$ cat src/stunbr_pkg.sv
// Shared types and constants for the STUN binding response parser.
// No dependencies; imported by stunbr_parse and the core top level.
package stunbr_pkg;

	localparam logic [31:0] COOKIE          = 32'h2112_A442;
	localparam logic [15:0] ATTR_XOR_MAPPED = 16'h0020;
	localparam logic [15:0] ATTR_MAPPED     = 16'h0001;
	localparam logic [7:0]  FAMILY_IPV4     = 8'h01;
	localparam logic [16:0] HEADER_BYTES    = 17'd20;
	localparam logic [16:0] OFFSET_LIMIT    = 17'h1_FFFF;

	// result status codes
	localparam logic [2:0] ST_FOUND        = 3'd0;
	localparam logic [2:0] ST_SHORT        = 3'd1;
	localparam logic [2:0] ST_BAD_COOKIE   = 3'd2;
	localparam logic [2:0] ST_TID_MISMATCH = 3'd3;
	localparam logic [2:0] ST_NO_ADDR      = 3'd4;

	// configuration register indexes
	localparam logic [1:0] CFG_TID_HIGH = 2'd0;
	localparam logic [1:0] CFG_TID_MID  = 2'd1;
	localparam logic [1:0] CFG_TID_LOW  = 2'd2;

	// packed so that status sits in the lowest bits
	typedef struct packed {
		logic        was_xor;
		logic [15:0] public_port;
		logic [31:0] public_ip;
		logic [2:0]  status;
	} stunbr_result_t;

endpackage

$ cat src/stunbr_parse.sv
// Per-byte datagram parser: header checks, attribute walk and result decode.
// Holds the per-datagram state; depends on stunbr_pkg.
module stunbr_parse #(
	parameter int MAX_DATAGRAM = 1500
) (
	input  logic                       clk,
	input  logic                       arst_n,
	input  logic                       step,
	input  logic [7:0]                 byte_in,
	input  logic                       last_in,
	input  logic [95:0]                tid,
	output stunbr_pkg::stunbr_result_t result
);
	import stunbr_pkg::*;

	localparam int POS_W = $clog2(MAX_DATAGRAM + 1);

	logic [POS_W-1:0] pos_q, pos_d;
	logic [15:0]      msg_len_q, msg_len_d;
	logic [31:0]      cookie_q, cookie_d;
	logic             mism_q, mism_d;
	logic [16:0]      nas_q, nas_d;
	logic [15:0]      kind_q, kind_d;
	logic [15:0]      alen_q, alen_d;
	logic             stop_q, stop_d;
	logic             cvalid_q, cvalid_d;
	logic             cxor_q, cxor_d;
	logic [31:0]      cip_q, cip_d;
	logic [15:0]      cport_q, cport_d;
	logic [16:0]      cend_q, cend_d;

	logic [16:0] p17;
	logic [16:0] diff;
	logic        room_ok;
	logic [15:0] len_next;
	logic [15:0] skip_len;
	logic [17:0] padded;
	logic [17:0] skip_sum;
	logic [16:0] skip_nas;
	logic [17:0] end_sum;
	logic [16:0] end_sat;
	logic [3:0]  tid_idx;
	logic [6:0]  tid_bit;
	logic [7:0]  tid_byte;
	logic [16:0] n17;

	always_comb begin
		pos_d      = pos_q;
		msg_len_d  = msg_len_q;
		cookie_d   = cookie_q;
		mism_d     = mism_q;
		nas_d      = nas_q;
		kind_d     = kind_q;
		alen_d     = alen_q;
		stop_d     = stop_q;
		cvalid_d   = cvalid_q;
		cxor_d     = cxor_q;
		cip_d      = cip_q;
		cport_d    = cport_q;
		cend_d     = cend_q;

		p17      = 17'(pos_q);
		diff     = p17 - nas_q;
		room_ok  = (18'(nas_q) + 18'd4) <= (18'(HEADER_BYTES) + 18'(msg_len_q));
		len_next = {alen_q[15:8], byte_in};
		skip_len = (diff == 17'd3) ? len_next : alen_q;
		padded   = (18'(skip_len) + 18'd3) & ~18'd3;
		skip_sum = 18'(nas_q) + 18'd4 + padded;
		skip_nas = (skip_sum > 18'(OFFSET_LIMIT)) ? OFFSET_LIMIT : skip_sum[16:0];
		end_sum  = 18'(nas_q) + 18'd4 + 18'(alen_q);
		end_sat  = (end_sum > 18'(OFFSET_LIMIT)) ? OFFSET_LIMIT : end_sum[16:0];
		tid_idx  = 4'(p17[4:0] - 5'd8);
		tid_bit  = 7'd88 - {tid_idx, 3'b000};
		tid_byte = tid[tid_bit +: 8];

		if (pos_q < POS_W'(MAX_DATAGRAM)) begin
			pos_d = pos_q + POS_W'(1);
			if (p17 == 17'd2) begin
				msg_len_d = {byte_in, 8'h00};
			end else if (p17 == 17'd3) begin
				msg_len_d = {msg_len_q[15:8], byte_in};
			end else if (p17 >= 17'd4 && p17 < 17'd8) begin
				cookie_d = {cookie_q[23:0], byte_in};
			end else if (p17 >= 17'd8 && p17 < HEADER_BYTES) begin
				if (byte_in != tid_byte) begin
					mism_d = 1'b1;
				end
			end else if (p17 >= HEADER_BYTES && !stop_q && p17 >= nas_q) begin
				case (diff)
					17'd0: begin
						if (!room_ok) begin
							stop_d = 1'b1;
						end else begin
							kind_d = {byte_in, 8'h00};
						end
					end
					17'd1: kind_d = {kind_q[15:8], byte_in};
					17'd2: alen_d = {byte_in, 8'h00};
					17'd3: begin
						alen_d = len_next;
						if (!((kind_q == ATTR_XOR_MAPPED || kind_q == ATTR_MAPPED)
						      && len_next >= 16'd8)) begin
							nas_d = skip_nas;
						end
					end
					17'd5: begin
						if (byte_in != FAMILY_IPV4) begin
							nas_d = skip_nas;
						end
					end
					17'd6, 17'd7: cport_d = {cport_q[7:0], byte_in};
					17'd8, 17'd9, 17'd10: cip_d = {cip_q[23:0], byte_in};
					17'd11: begin
						cip_d    = {cip_q[23:0], byte_in};
						cvalid_d = 1'b1;
						cxor_d   = (kind_q == ATTR_XOR_MAPPED);
						cend_d   = end_sat;
						stop_d   = 1'b1;
					end
					default: ;
				endcase
			end
		end

		// final verdict, taken from the state after this byte
		n17    = 17'(pos_d);
		result = '0;
		if (n17 < HEADER_BYTES) begin
			result.status = ST_SHORT;
		end else if (cookie_d != COOKIE) begin
			result.status = ST_BAD_COOKIE;
		end else if (mism_d) begin
			result.status = ST_TID_MISMATCH;
		end else if (cvalid_d && cend_d <= n17) begin
			result.status = ST_FOUND;
			if (cxor_d) begin
				result.public_ip   = cip_d ^ COOKIE;
				result.public_port = cport_d ^ COOKIE[31:16];
				result.was_xor     = 1'b1;
			end else begin
				result.public_ip   = cip_d;
				result.public_port = cport_d;
			end
		end else begin
			result.status = ST_NO_ADDR;
		end
	end

	always_ff @(posedge clk or negedge arst_n) begin
		if (!arst_n) begin
			pos_q      <= '0;
			msg_len_q  <= '0;
			cookie_q   <= '0;
			mism_q     <= 1'b0;
			nas_q      <= HEADER_BYTES;
			kind_q     <= '0;
			alen_q     <= '0;
			stop_q     <= 1'b0;
			cvalid_q   <= 1'b0;
			cxor_q     <= 1'b0;
			cip_q      <= '0;
			cport_q    <= '0;
			cend_q     <= '0;
		end else if (step) begin
			if (last_in) begin
				// datagram done: back to the start-of-datagram state
				pos_q      <= '0;
				msg_len_q  <= '0;
				cookie_q   <= '0;
				mism_q     <= 1'b0;
				nas_q      <= HEADER_BYTES;
				kind_q     <= '0;
				alen_q     <= '0;
				stop_q     <= 1'b0;
				cvalid_q   <= 1'b0;
				cxor_q     <= 1'b0;
				cip_q      <= '0;
				cport_q    <= '0;
				cend_q     <= '0;
			end else begin
				pos_q      <= pos_d;
				msg_len_q  <= msg_len_d;
				cookie_q   <= cookie_d;
				mism_q     <= mism_d;
				nas_q      <= nas_d;
				kind_q     <= kind_d;
				alen_q     <= alen_d;
				stop_q     <= stop_d;
				cvalid_q   <= cvalid_d;
				cxor_q     <= cxor_d;
				cip_q      <= cip_d;
				cport_q    <= cport_d;
				cend_q     <= cend_d;
			end
		end
	end

endmodule

$ cat src/stun_binding_response_parser_core.sv
// STUN binding response parser, one datagram byte per cycle.
// Result path: input register, then output register, which drives m_tvalid.
// Throughput: one byte per cycle; a last byte waits in the input register only
// while a previous result is still held unaccepted in the output register.
// Reset returns the parse state to its start-of-datagram values, id registers to zero.
// Depends on stunbr_pkg and stunbr_parse.
module stun_binding_response_parser_core #(
	parameter int MAX_DATAGRAM = 1500
) (
	input  logic        clk,
	input  logic        arst_n,
	input  logic        s_tvalid,
	output logic        s_tready,
	input  logic [7:0]  s_tdata,   // [7:0] data_byte
	input  logic        s_tlast,   // last_byte
	output logic        m_tvalid,
	input  logic        m_tready,
	output logic [55:0] m_tdata,   // [2:0] status, [34:3] public_ip,
	                               // [50:35] public_port, [51] was_xor, rest zero
	input  logic        cfg_valid,
	output logic        cfg_ready,
	input  logic [1:0]  cfg_index,
	input  logic [31:0] cfg_data
);
	import stunbr_pkg::*;

	logic           v_s1;
	logic [7:0]     byte_s1;
	logic           last_s1;
	logic           adv;
	logic [31:0]    tid_high_q, tid_mid_q, tid_low_q;
	stunbr_result_t res;
	stunbr_result_t out_q;
	logic           out_v_q;

	// only a last byte needs room in the output register
	assign adv       = v_s1 && (!last_s1 || !out_v_q || m_tready);
	assign s_tready  = !v_s1 || adv;
	assign cfg_ready = 1'b1;
	assign m_tvalid  = out_v_q;
	assign m_tdata   = {4'b0000, out_q};

	always_ff @(posedge clk or negedge arst_n) begin
		if (!arst_n) begin
			v_s1 <= 1'b0;
		end else if (s_tready) begin
			v_s1 <= s_tvalid;
		end
	end

	always_ff @(posedge clk) begin
		if (s_tready && s_tvalid) begin
			byte_s1 <= s_tdata;
			last_s1 <= s_tlast;
		end
	end

	always_ff @(posedge clk or negedge arst_n) begin
		if (!arst_n) begin
			tid_high_q <= '0;
			tid_mid_q  <= '0;
			tid_low_q  <= '0;
		end else if (cfg_valid) begin
			unique case (cfg_index)
				CFG_TID_HIGH: tid_high_q <= cfg_data;
				CFG_TID_MID:  tid_mid_q  <= cfg_data;
				CFG_TID_LOW:  tid_low_q  <= cfg_data;
				default: ;
			endcase
		end
	end

	stunbr_parse #(
		.MAX_DATAGRAM(MAX_DATAGRAM)
	) u_parse (
		.clk     (clk),
		.arst_n  (arst_n),
		.step    (adv),
		.byte_in (byte_s1),
		.last_in (last_s1),
		.tid     ({tid_high_q, tid_mid_q, tid_low_q}),
		.result  (res)
	);

	always_ff @(posedge clk or negedge arst_n) begin
		if (!arst_n) begin
			out_v_q <= 1'b0;
		end else if (adv && last_s1) begin
			out_v_q <= 1'b1;
		end else if (m_tready) begin
			out_v_q <= 1'b0;
		end
	end

	always_ff @(posedge clk) begin
		if (adv && last_s1) begin
			out_q <= res;
		end
	end

	// a pending last byte must not be overtaken while the result is stalled
	assert property (@(posedge clk) disable iff (!arst_n)
		(v_s1 && last_s1 && out_v_q && !m_tready) |-> !s_tready)
		else $error("input taken while last byte blocked");

	// a new result only ever follows a last byte
	assert property (@(posedge clk) disable iff (!arst_n)
		$rose(m_tvalid) |-> $past(v_s1 && last_s1))
		else $error("result without last byte");

	// address fields are zero unless an address was found
	assert property (@(posedge clk) disable iff (!arst_n)
		(m_tvalid && m_tdata[2:0] != ST_FOUND) |-> (m_tdata[51:3] == '0))
		else $error("address fields set on failure status");

	assert property (@(posedge clk) disable iff (!arst_n)
		m_tvalid |-> (m_tdata[2:0] <= ST_NO_ADDR))
		else $error("status out of range");

endmodule
$ cat config.mk
export PLATFORM = sky130hd
export DESIGN_NAME = stun_binding_response_parser_core
export DESIGN_NICKNAME = d
export VERILOG_FILES = /design/src/stunbr_pkg.sv /design/src/stunbr_parse.sv /design/src/stun_binding_response_parser_core.sv
export SDC_FILE = /design/constraint.sdc
export NUM_CORES = 1
export LEC_CHECK = 0
export BUFFER_PORTS_ARGS = -buffer_cell sky130_fd_sc_hd__buf_4
export CORE_ASPECT_RATIO = 0.5
export CORE_MARGIN = 1
export CORE_UTILIZATION = 55
export CTS_CLUSTER_DIAMETER = 200
export CTS_CLUSTER_SIZE = 16
export DETAILED_ROUTE_END_ITERATION = 6
export PLACE_DENSITY_LB_ADDON = 0.1
export SYNTH_ARGS = -nofsm -noshare
export SYNTH_HDL_FRONTEND = slang
export SYNTH_SLANG_ARGS = --single-unit
$ cat constraint.sdc
create_clock -name clk -period 6.9 [get_ports clk]
set_input_delay 0.69 -clock clk [delete_from_list [all_inputs] [get_ports clk]]
set_output_delay 0.69 -clock clk [all_outputs]
set_load 0.02 [all_outputs]
==> results.md <==
* CP Data Required Time at 7.35 ns
* Sequential-to-total area share from yosys stat at 45.50%
* Hold-fix buffers at CTS at 0
* Crit path max fanout at 14
* Die area at 35,530 um^2
* Max Slew Vio Count at 0
* Final Hold Vio Count at 0
* Non-Filler Instances at 2,403
* Number of flops mapped to enable cells by yosys at 61
* DRC errors left at 0
* HPWL Detailed at 37.73 mm
* PortBufs at 101
* Count of cell types in the netlist at 77
* Nature of the critical path endpoint: register
* Layout Area Growth over Synthesis at 10.29%
* Sequential Power Share at 39.4%
* Cells after synthesis at 1,868
* Worst slew pin tran at 1.124 ns
* Mapped cell area at 19,100 um^2
* Final ANT Viol Nets at 0
* Peak VDD IR at 0.0002159 V
* Syn Area/Cell at 10.23 um^2
* Fillers at 2,819
* Utilization after layout at 62.63%
* Internal power at 3.981 mW
* NumNets Final at 2,055
* Post-placement cell count at 2,362
* Final GP Congestion at 0.9473
* Commonest non-fill, non-tap cell in the layout: dfrtp_1
* I/O pins at 107
* Bufs on Longest Clock Path at 3
* Syn. warnings at 0
* Vias in the first global route at 14,590
* Leakage at 9.073 nW
* Die width at 265.6 um
* Power per cell area at 310.2 nW/um^2
* Comb pwr share at 39.8%
* Skew-Pair Late Insertion Delay at 0.58 ns
* Pre-antenna DRT Iters at 5
* Post-route clock period utilization at 95.28%
* Num CTS Buffers at 24
* Vias/cell at 6.295
* Area post-placement at 20,320 um^2
* Initial DRC count at 1,545
* #FFs+latches synth at 335
* Reg clk slew, reported paths at 0.09 ns
* CTS Root Cell: clkbuf_16
* CTS tree: yes
* Core area at 33,640 um^2
* Share of layout cells above drive strength 1 at 16.46%
* Hold crit path type: primary input to async pin
* Antenna fix cells at 0
* Clk pwr share at 20.8%
* Via Count at 15,130
* First-pass GRT wire length at 83.46 mm
* Die Span Y at 133.8 um
* Share of flip-flops with an asynchronous set or reset at 81.79%
* Most frequent cells in the layout: dfrtp_1 (271), nand2_1 (230), buf_4 (142), o21ai_0 (134), nor2_1 (115)
* Fmax achieved at 152.1 MHz
* Final hold slack at 0.04345 ns
* Clock Sinks at 335
* Max-Cap Viols at 0
* Status: finished clean
* Final Instance Area at 21,070 um^2
* Total gr overflow at 0
* Worst slew margin at 24.76%
* Min Tclk post-route at 6.574 ns
* Sw Pwr at 2.554 mW
* CP Class: register to register
* CP Data Arrival Time at 7.03 ns
* Final Skew at 0.03209 ns
* Routed len/inst at 22.03 um
* Total Neg Setup Slack at 0 ns
* Switching share of power at 39.08%
* Wirelength, routed at 52.93 mm
* Initial core utilization at 56.79%
* Setup crit start kind: register
* # rows at 47
* Synth Flop Type: dfrtp_1
* Largest net degree at the start of global routing at 147
* # setup viols final at 0
* Antenna violations before repair at 0
* R2R setup slack at 0.33 ns
* Tot GR Track Use at 30.16%
* # H-tree levels at 1
[critical path, stage by stage (launching register included)]
cell	delay (ns)
dfstp_2	0.56
inv_1	0.13
ha_2	0.37
o21a_1	0.20
o31a_1	0.12
o31a_1	0.27
or3_1	0.37
a2111o_1	0.40
or4_1	0.56
buf_4	0.21
or4_4	0.48
buf_4	0.20
nor2_1	0.10
a21oi_1	0.05
ha_1	0.34
o21ai_0	0.12
o211a_1	0.26
o311ai_0	0.41
nand2_1	0.16
nor2_1	0.17
a211oi_2	0.08
o211ai_1	0.21
o311ai_2	0.15
buf_4	0.21
o21bai_1	0.19
a21oi_1	0.11
[final cells by class]
cell class              count  area [um^2]  area share, %
clock buffers              38        653.1          3.100
clock inverters             1        16.27        0.07721
inverters                  47        176.4         0.8374
multi-input cells        1372         9827          46.64
flip-flops and latches    335         8692          41.26
well taps                 465        581.8          2.762
repair buffers            145         1121          5.321
[metal layers]
| metal | wire length [um] | up-vias | global-route usage [%] |
|---|---|---|---|
| met5 | 0 | - | 0 |
| met4 | 1440 | 0 | 7.900 |
| met3 | 4529 | 101 | 6.481 |
| met2 | 23200 | 589 | 45.30 |
| met1 | 23760 | 7517 | 44.39 |
| li1 | - | 6921 | - |
[power groups by stage]
stage,logic [mW],clock network (mW),registers (mW)
after floorplan,1.84,0,2.49
final,2.60,1.36,2.57
after global placement,2.44,0,2.58
after global routing,2.86,1.46,2.60
after CTS,2.51,1.38,2.56
after detailed placement,2.50,0,2.60
[synth_stat cells, types with 6 or more instances]
library cell / number / area share, %
nor3b_1: 6 / 0.24
dfrtp_1: 272 / 36
nand4_1: 18 / 0.59
nor3_1: 22 / 0.58
nor4bb_1: 7 / 0.37
nand2_1: 231 / 4.5
a22o_1: 59 / 2.7
edfxtp_1: 61 / 9.6
and3_1: 19 / 0.62
a211oi_1: 8 / 0.31
o211ai_1: 8 / 0.31
o22ai_1: 11 / 0.36
o311ai_0: 12 / 0.55
and2_1: 6 / 0.20
a22oi_1: 25 / 0.98
a21boi_0: 24 / 0.94
o21ai_0: 134 / 3.5
nor4_1: 23 / 0.75
or3_1: 11 / 0.36
nand3b_1: 6 / 0.24
or4_1: 7 / 0.28
a21o_1: 18 / 0.71
a31oi_1: 7 / 0.23
buf_1: 11 / 0.22
clkbuf_1: 89 / 1.7
nand2b_1: 10 / 0.33
nor2b_1: 17 / 0.56
a21oi_1: 79 / 2.1
nor2_1: 116 / 2.3
mux2_2: 99 / 5.8
buf_2: 7 / 0.18
mux4_2: 24 / 2.8
ha_1: 79 / 5.2
inv_1: 47 / 0.92
o21bai_1: 8 / 0.31
nand3_1: 42 / 1.1
buf_4: 7 / 0.28
xor2_1: 36 / 1.7
a32o_1: 8 / 0.42
xnor2_1: 63 / 2.9
mux2i_1: 38 / 2.0
and4_1: 6 / 0.28
o21a_1: 11 / 0.43
o2bb2ai_1: 8 / 0.37
o31ai_1: 8 / 0.31
[path summary, 6_finish.rpt]
path | from | endpoint | cells after the start
max reg2reg | u_parse.nas_q[2] | u_parse.nas_q[0] | 25
min in group clk | s_tdata[5] | byte_s1[5] | 1
max | u_parse.nas_q[2] | u_parse.nas_q[0] | 25
min reg2reg | u_parse.cip_q[26] | u_parse.cip_q[26] | 2
min | arst_n | tid_low_q[8] | 1
max in group asynchronous | arst_n | u_parse.kind_q[11] | 2
[metrics by stage]
stage                     total power [mW]  setup WS, ns
after CTS                            6.460       0.08579
after detailed placement             5.099        0.1272
after global placement               5.018        0.3791
after floorplan                      4.333       0.02813
final                                6.535        0.3257
after global routing                 6.921    -0.0003237
[sequential cells by signal, indices dropped and copies added, names as in the netlist, 17 cells and up]
| register | flops |
|---|---|
| u_parse.cip_q | 32 |
| tid_low_q | 32 |
| tid_high_q | 32 |
| u_parse.cookie_q | 32 |
| u_parse.cend_q | 17 |
| tid_mid_q | 32 |
| m_tdata | 52 |
[what timing repair did]
action | 4_1_cts | 5_1_grt
setup buffers | 0 | 2
setup endpoints to repair | 0 | 63
gates resized for setup | 0 | 10
hold endpoints to repair | 0 | 0
[cell families after synthesis]
logic type               synth area share (%)
buffers and inverters                   3.524
other                                 0.03932
XOR/XNOR                                4.539
multiplexers                            10.73
AO/OA/AOI/OAI                           16.24
flip-flops                              45.50
adder cells (fa/ha/maj)                 5.489
AND/OR/NAND/NOR                         13.94
No activity file was read; power rests on OpenSTA's default activity.
